[config.mk]
export PLATFORM = sky130hd
export DESIGN_NAME = gcode_line_char_filter
export DESIGN_NICKNAME = d
export VERILOG_FILES = /design/src/rtl/gclf_pkg.sv /design/src/rtl/gclf_in_reg.sv /design/src/rtl/gclf_filter.sv /design/src/rtl/gclf_out_reg.sv /design/src/rtl/gcode_line_char_filter.sv
export SDC_FILE = /design/constraint.sdc
export NUM_CORES = 1
export LEC_CHECK = 0
export ABC_AREA = 1
export BUFFER_PORTS_ARGS = -buffer_cell sky130_fd_sc_hd__buf_4
export CAP_MARGIN = 20
export CORE_ASPECT_RATIO = 1.2
export CORE_MARGIN = 10
export CORE_UTILIZATION = 40
export CTS_CLUSTER_DIAMETER = 60
export DETAILED_ROUTE_END_ITERATION = 7
export PLACE_DENSITY_LB_ADDON = 0.08
export SLEW_MARGIN = 5
export SYNTH_ARGS = -nofsm -noshare
export SYNTH_HDL_FRONTEND = slang
export SYNTH_SLANG_ARGS = --single-unit
[constraint.sdc]
create_clock -name clk_i -period 4.25 [get_ports clk_i]
set_clock_uncertainty 0.15 [all_clocks]
set_input_delay 0.425 -clock clk_i [delete_from_list [all_inputs] [get_ports clk_i]]
set_output_delay 0.425 -clock clk_i [all_outputs]
set_load 0.01 [all_outputs]
[src/rtl/gclf_pkg.sv]
// Shared types, character codes and helpers for the g-code line character filter.
// No dependencies.
package gclf_pkg;

  localparam int unsigned LINE_CAPACITY = 128;
  localparam int unsigned CNT_W         = $clog2(LINE_CAPACITY);

  localparam logic [7:0] CH_LF      = 8'h0A;
  localparam logic [7:0] CH_CR      = 8'h0D;
  localparam logic [7:0] CH_SPACE   = 8'h20;
  localparam logic [7:0] CH_SLASH   = 8'h2F;
  localparam logic [7:0] CH_LPAREN  = 8'h28;
  localparam logic [7:0] CH_RPAREN  = 8'h29;
  localparam logic [7:0] CH_SEMI    = 8'h3B;
  localparam logic [7:0] CH_DOLLAR  = 8'h24;
  localparam logic [7:0] CH_LOWER_A = 8'h61;
  localparam logic [7:0] CH_LOWER_Z = 8'h7A;
  localparam logic [7:0] CASE_MASK  = 8'hDF;

  typedef enum logic [2:0] {
    VERDICT_OVERFLOW = 3'd0,
    VERDICT_EMPTY    = 3'd1,
    VERDICT_SYSTEM   = 3'd2,
    VERDICT_ALARM    = 3'd3,
    VERDICT_GCODE    = 3'd4
  } verdict_e;

  typedef enum logic {
    KIND_CHAR    = 1'b0,
    KIND_VERDICT = 1'b1
  } kind_e;

  typedef struct packed {
    logic [7:0] rx_byte;
    logic       alarm_locked;
  } item_t;

  typedef struct packed {
    kind_e      kind;
    logic [7:0] kept_char;
    logic [6:0] char_index;
    logic [6:0] line_length;
    verdict_e   verdict;
  } result_t;

  // Low 7 bits of a line count, zero-extended when the count is narrower.
  function automatic logic [6:0] count_to_7(input logic [CNT_W-1:0] cnt);
    logic [CNT_W+6:0] wide;
    wide = {7'b0, cnt};
    return wide[6:0];
  endfunction

endpackage

[src/rtl/gclf_in_reg.sv]
// Input register for the g-code line character filter.
// Depends on gclf_pkg.
module gclf_in_reg import gclf_pkg::*; (
  input  logic  clk_i,
  input  logic  rst_ni,
  input  logic  in_valid_i,
  output logic  in_ready_o,
  input  item_t item_i,
  input  logic  advance_i,
  output logic  valid_o,
  output item_t item_o
);

  logic  valid_q;
  item_t item_q;

  // Slot frees up in the same cycle the held item moves on.
  assign in_ready_o = !valid_q || advance_i;
  assign valid_o    = valid_q;
  assign item_o     = item_q;

  always_ff @(posedge clk_i or negedge rst_ni) begin
    if (!rst_ni) begin
      valid_q <= 1'b0;
    end else if (in_ready_o) begin
      valid_q <= in_valid_i;
    end
  end

  always_ff @(posedge clk_i) begin
    if (in_valid_i && in_ready_o) begin
      item_q <= item_i;
    end
  end

endmodule

[src/rtl/gclf_filter.sv]
// Per-line filter state and classification of one byte.
// Depends on gclf_pkg.
module gclf_filter import gclf_pkg::*; (
  input  logic    clk_i,
  input  logic    rst_ni,
  input  logic    step_i,
  input  item_t   item_i,
  output logic    res_valid_o,
  output result_t res_o
);

  logic             paren_q, paren_d;
  logic             semi_q, semi_d;
  logic             ovf_q, ovf_d;
  logic [CNT_W-1:0] count_q, count_d;
  logic [7:0]       first_q, first_d;

  logic       eol, in_comment, drop, full;
  logic [7:0] ch, up_ch;

  assign ch         = item_i.rx_byte;
  assign eol        = (ch == CH_LF) || (ch == CH_CR);
  assign in_comment = paren_q || semi_q || ovf_q;
  assign drop       = (ch <= CH_SPACE) || (ch == CH_SLASH);
  assign full       = (count_q >= CNT_W'(LINE_CAPACITY - 1));
  assign up_ch      = ((ch >= CH_LOWER_A) && (ch <= CH_LOWER_Z)) ? (ch & CASE_MASK) : ch;

  always_comb begin
    paren_d     = paren_q;
    semi_d      = semi_q;
    ovf_d       = ovf_q;
    count_d     = count_q;
    first_d     = first_q;
    res_valid_o = 1'b0;
    res_o       = '{kind: KIND_CHAR, kept_char: 8'h00, char_index: 7'd0,
                    line_length: 7'd0, verdict: VERDICT_OVERFLOW};

    priority if (eol) begin
      res_valid_o       = 1'b1;
      res_o.kind        = KIND_VERDICT;
      res_o.line_length = count_to_7(count_q);
      priority if (ovf_q) begin
        res_o.verdict = VERDICT_OVERFLOW;
      end else if (count_q == '0) begin
        res_o.verdict = VERDICT_EMPTY;
      end else if (first_q == CH_DOLLAR) begin
        res_o.verdict = VERDICT_SYSTEM;
      end else if (item_i.alarm_locked) begin
        res_o.verdict = VERDICT_ALARM;
      end else begin
        res_o.verdict = VERDICT_GCODE;
      end
      paren_d = 1'b0;
      semi_d  = 1'b0;
      ovf_d   = 1'b0;
      count_d = '0;
      first_d = 8'h00;
    end else if (in_comment) begin
      // ')' closes a paren comment at any nesting; other flags stay
      if (ch == CH_RPAREN) begin
        paren_d = 1'b0;
      end
    end else if (drop) begin
      // whitespace, control and block-delete characters vanish
    end else if (ch == CH_LPAREN) begin
      paren_d = 1'b1;
    end else if (ch == CH_SEMI) begin
      semi_d = 1'b1;
    end else if (full) begin
      ovf_d = 1'b1;
    end else begin
      res_valid_o      = 1'b1;
      res_o.kind       = KIND_CHAR;
      res_o.kept_char  = up_ch;
      res_o.char_index = count_to_7(count_q);
      count_d          = count_q + 1'b1;
      if (count_q == '0) begin
        first_d = up_ch;
      end
    end
  end

  always_ff @(posedge clk_i or negedge rst_ni) begin
    if (!rst_ni) begin
      paren_q <= 1'b0;
      semi_q  <= 1'b0;
      ovf_q   <= 1'b0;
      count_q <= '0;
      first_q <= 8'h00;
    end else if (step_i) begin
      paren_q <= paren_d;
      semi_q  <= semi_d;
      ovf_q   <= ovf_d;
      count_q <= count_d;
      first_q <= first_d;
    end
  end

`ifndef SYNTHESIS
  a_count_bound: assert property (@(posedge clk_i) disable iff (!rst_ni)
    count_q <= CNT_W'(LINE_CAPACITY - 1))
    else $error("line count past capacity");

  a_ovf_full: assert property (@(posedge clk_i) disable iff (!rst_ni)
    ovf_q |-> (count_q == CNT_W'(LINE_CAPACITY - 1)))
    else $error("overflow flagged before line was full");

  a_eol_clears: assert property (@(posedge clk_i) disable iff (!rst_ni)
    (step_i && eol) |=> (count_q == '0) && !paren_q && !semi_q && !ovf_q)
    else $error("line state not cleared after end of line");

  a_first_empty: assert property (@(posedge clk_i) disable iff (!rst_ni)
    (count_q == '0) |-> (first_q == 8'h00))
    else $error("first character held for an empty line");
`endif

endmodule

[src/rtl/gclf_out_reg.sv]
// Result register for the g-code line character filter.
// Depends on gclf_pkg.
module gclf_out_reg import gclf_pkg::*; (
  input  logic    clk_i,
  input  logic    rst_ni,
  input  logic    load_i,
  input  result_t res_i,
  output logic    free_o,
  output logic    out_valid_o,
  input  logic    out_ready_i,
  output result_t res_o
);

  logic    valid_q;
  result_t res_q;

  assign free_o      = !valid_q || out_ready_i;
  assign out_valid_o = valid_q;
  assign res_o       = res_q;

  always_ff @(posedge clk_i or negedge rst_ni) begin
    if (!rst_ni) begin
      valid_q <= 1'b0;
    end else if (load_i) begin
      valid_q <= 1'b1;
    end else if (out_ready_i) begin
      valid_q <= 1'b0;
    end
  end

  always_ff @(posedge clk_i) begin
    if (load_i) begin
      res_q <= res_i;
    end
  end

endmodule

[src/rtl/gcode_line_char_filter.sv]
// G-code line character filter: input stage, filter and result stage.
// Depends on gclf_pkg, gclf_in_reg, gclf_filter, gclf_out_reg.
//
// Input channel: one received byte per transfer (rx_byte_i, alarm_locked_i).
// Output channel: at most one result per byte. A kept byte comes out as
// result_kind_o = 0 with kept_char_o and char_index_o; a line feed or
// carriage return comes out as result_kind_o = 1 with line_length_o and
// line_verdict_o (0 overflow, 1 empty, 2 system, 3 alarm, 4 g-code).
// Dropped bytes give no result. alarm_locked_i matters only at line end.
// Path: a transferred byte is registered in the input register, and the filter
// logic then loads its result into the result register, from which it is valid.
// Throughput: one byte per cycle while the output is taken; the only loop is
// the update of the per-line state from one byte.
// Stall: while out_ready_i is low the result is held, the input register
// still takes one more byte, and that byte waits there even if it gives no result.
// Reset clears the line state (empty line, no comment, no overflow) and both
// registers; no item is held afterwards.
module gcode_line_char_filter import gclf_pkg::*; (
  input  logic       clk_i,
  input  logic       rst_ni,
  input  logic       in_valid_i,
  output logic       in_ready_o,
  input  logic [7:0] rx_byte_i,
  input  logic       alarm_locked_i,
  output logic       out_valid_o,
  input  logic       out_ready_i,
  output logic       result_kind_o,
  output logic [7:0] kept_char_o,
  output logic [6:0] char_index_o,
  output logic [6:0] line_length_o,
  output logic [2:0] line_verdict_o
);

  item_t   item_in, item_q;
  logic    item_valid, advance, out_free, res_valid, load;
  result_t res, res_q;

  assign item_in = '{rx_byte: rx_byte_i, alarm_locked: alarm_locked_i};

  // A held byte moves on when the result register can take its result.
  assign advance = item_valid && out_free;
  assign load    = advance && res_valid;

  gclf_in_reg u_in_reg (
    .clk_i      (clk_i),
    .rst_ni     (rst_ni),
    .in_valid_i (in_valid_i),
    .in_ready_o (in_ready_o),
    .item_i     (item_in),
    .advance_i  (advance),
    .valid_o    (item_valid),
    .item_o     (item_q)
  );

  gclf_filter u_filter (
    .clk_i       (clk_i),
    .rst_ni      (rst_ni),
    .step_i      (advance),
    .item_i      (item_q),
    .res_valid_o (res_valid),
    .res_o       (res)
  );

  gclf_out_reg u_out_reg (
    .clk_i       (clk_i),
    .rst_ni      (rst_ni),
    .load_i      (load),
    .res_i       (res),
    .free_o      (out_free),
    .out_valid_o (out_valid_o),
    .out_ready_i (out_ready_i),
    .res_o       (res_q)
  );

  assign result_kind_o  = res_q.kind;
  assign kept_char_o    = res_q.kept_char;
  assign char_index_o   = res_q.char_index;
  assign line_length_o  = res_q.line_length;
  assign line_verdict_o = res_q.verdict;

endmodule

==> impl_metrics.json <==
{
  "start_util": 0.4155,
  "tightest_slew_ps": 954.4,
  "cp-start-kind": "register",
  "clockBufferDepth": 2,
  "rrSetupSlack_ps": 1580,
  "dp_hpwl_um": 4393,
  "grt_pass1_vias": 1996,
  "drt_iter0_drc": 67,
  "setup_viol": 0,
  "finalCritPeriodShare": 0.6288,
  "hold_viol_final": 0,
  "ys_warn_count": 0,
  "cts_tree": "yes",
  "grt_pass1_wl_um": 9535,
  "critPathMaxFanout": 26,
  "ys_seq_area_frac": 0.5722,
  "die-area_mm2": 0.01049,
  "core-area_mm2": 0.006526,
  "dr.pass1.iters": 4,
  "finish.instance_area_mm2": 0.003186,
  "post-route-min-period_ps": 2672,
  "cts_setup_buffers": 0,
  "antenna_cells": 0,
  "syn_nets": 289,
  "syn_area_per_cell_um2": 9.895,
  "post_drt_wl_per_cell_um": 13.78,
  "holdCritPathClass": "in2reg",
  "irDropWorstVdd_uv": 178.4,
  "ys_ff_latch": 55,
  "synth_area_mm2": 0.002711,
  "gp_congestion": 0.8402,
  "grt_overflow_total": 0,
  "final_nets": 334,
  "drive_gt1_frac": 0.2813,
  "synthCells": 274,
  "critPathArrivalTime_ps": 2460,
  "utilization": 0.4881,
  "max_slew_margin": 0.3630,
  "max_cap_viol_count": 0,
  "p_leak_uw": 0.001454,
  "antenna_left": 0,
  "port_buffers": 40,
  "cts.sinks": 55,
  "viasPerCell": 4.741,
  "die_h_um": 110.2,
  "grt_antenna_before_repair": 0,
  "die_w_um": 95.16,
  "clkTransAtPathRegs_ps": 100,
  "grt_usage": 0.1165,
  "htree_levels": 2,
  "drc": 0,
  "whs_ps": 137.2,
  "drt_wl_total_um": 5582,
  "dr_total_vias": 1920,
  "status": "finished clean",
  "dpl-instance-area_mm2": 0.003082,
  "io_pins": 41,
  "final_common_cell": "nand2_1",
  "cellPowerDensity_mw_per_mm2": 308.9,
  "syn2layout_area_growth_pct": 17.49,
  "ctsRootBufferMaster": "clkbuf_8",
  "slew_viol_final": 0,
  "finalPower_uw": 984.1,
  "grt_max_degree": 27,
  "crit_required_ps": 4040,
  "setup_tns_ps": 0,
  "rsz0062_at_grt": "false",
  "final_cell_mix": "nand2_1 (62), nor2_1 (44), buf_4 (40)",
  "cts_buffers": 5,
  "crit_path_end_kind": "register",
  "num_rows": 32,
  "synth_cell_types": 29,
  "crit_type": "reg2reg",
  "fmax_mhz": 374.2,
  "insertion_delay_ps": 310
}
## kinds of logic (layout without fill, tap and decap cells)
family / count (synthesis) / count (layout) / synth area share
fa+ha+maj: 2 / 2 / 0.009228
compound gates: 9 / 9 / 0.02677
simple gates: 165 / 165 / 0.3175
buf+inv: 41 / 87 / 0.06784
flops: 55 / 55 / 0.5722
xor+xnor: 2 / 2 / 0.006462
## worst paths after layout
kind / cells after the start / from / endpoint
setup / recovery: 8 / u_in_reg.item_o[5] / u_out_reg.res_o[0]
hold / removal: 1 / alarm_locked_i / u_in_reg.item_o[0]
setup reg to reg: 8 / u_in_reg.item_o[5] / u_out_reg.res_o[0]
hold reg to reg: 2 / u_filter.first_q[5] / u_filter.first_q[5]
min in group asynchronous: 2 / rst_ni / u_filter.count_q[3]
max in group asynchronous: 2 / rst_ni / u_filter.count_q[6]
## critical path: stages, from the launching register on
cell      delay (ps)
edfxtp_1         500
inv_2            120
nand2_1           60
nor2_2           190
nand2_8          160
inv_6            120
o21bai_4         150
nand2_4          120
inv_1            720
## flip-flops by register name, summed over array words and instances, names as in the netlist
register,flops
u_filter.ovf_q,1
u_in_reg.valid_o,1
u_out_reg.out_valid_o,1
u_filter.first_q,8
u_in_reg.item_o,9
u_filter.paren_q,1
u_out_reg.res_o,26
u_filter.count_q,7
u_filter.semi_q,1
## cell usage after synthesis
| cell | number | area share |
|---|---|---|
| a211oi_1 | 1 | 0.0028 |
| a21oi_1 | 2 | 0.0037 |
| buf_12 | 1 | 0.0074 |
| buf_2 | 1 | 0.0018 |
| buf_6 | 1 | 0.0042 |
| dfrtp_1 | 20 | 0.18 |
| edfxtp_1 | 35 | 0.39 |
| ha_1 | 2 | 0.0092 |
| inv_1 | 27 | 0.037 |
| inv_2 | 10 | 0.014 |
| inv_6 | 1 | 0.0032 |
| nand2_1 | 62 | 0.086 |
| nand2_2 | 5 | 0.012 |
| nand2_4 | 4 | 0.017 |
| nand2_8 | 1 | 0.0074 |
| nand3_1 | 10 | 0.018 |
| nand3_2 | 1 | 0.0037 |
| nand3_4 | 1 | 0.0065 |
| nand4_1 | 15 | 0.035 |
| nand4_4 | 1 | 0.0078 |
| nor2_1 | 44 | 0.061 |
| nor2_2 | 8 | 0.018 |
| nor2_4 | 7 | 0.029 |
| nor2_8 | 1 | 0.0074 |
| nor3_1 | 5 | 0.0092 |
| o21ai_0 | 4 | 0.0074 |
| o21ai_4 | 1 | 0.0060 |
| o21bai_4 | 1 | 0.0069 |
| xor2_1 | 2 | 0.0065 |
## repair_timing
item | CTS | global route
endpoints found under the hold margin | 20 | 0
gates resized for setup | 0 | 0
hold buffers | 1 | 0
## metrics by stage
step,cells,setup WS [ps]
after CTS,405,1524
final,405,1578
after global routing,405,1371
after detailed placement,396,1538
after global placement,396,1604
after floorplan,274,1988
## metal layers
layer	share of wire	track usage
met1	0.42	0.1275
met2	0.51	0.2063
met3	0.058	0.03654
met4	0.018	0.04283
met5	0	0
## power by group
part | internal [µW] | total, µW | switching, µW
Clock | 118 | 295 | 177
Combinational | 30.4 | 85.6 | 55.2
Sequential | 589 | 603 | 14.0
Total | 738 | 984 | 246
## layout make-up
cell class / count / area, µm²
flip-flops and latches: 55 / 1551
repair buffers: 41 / 310.3
clock inverters: 3 / 25.02
clock buffers: 5 / 68.82
fillers: 637 / 3341
inverters: 38 / 147.6
multi-input cells: 178 / 975.9
well taps: 85 / 106.4
Note: power is estimated with default switching activity, not from simulation.
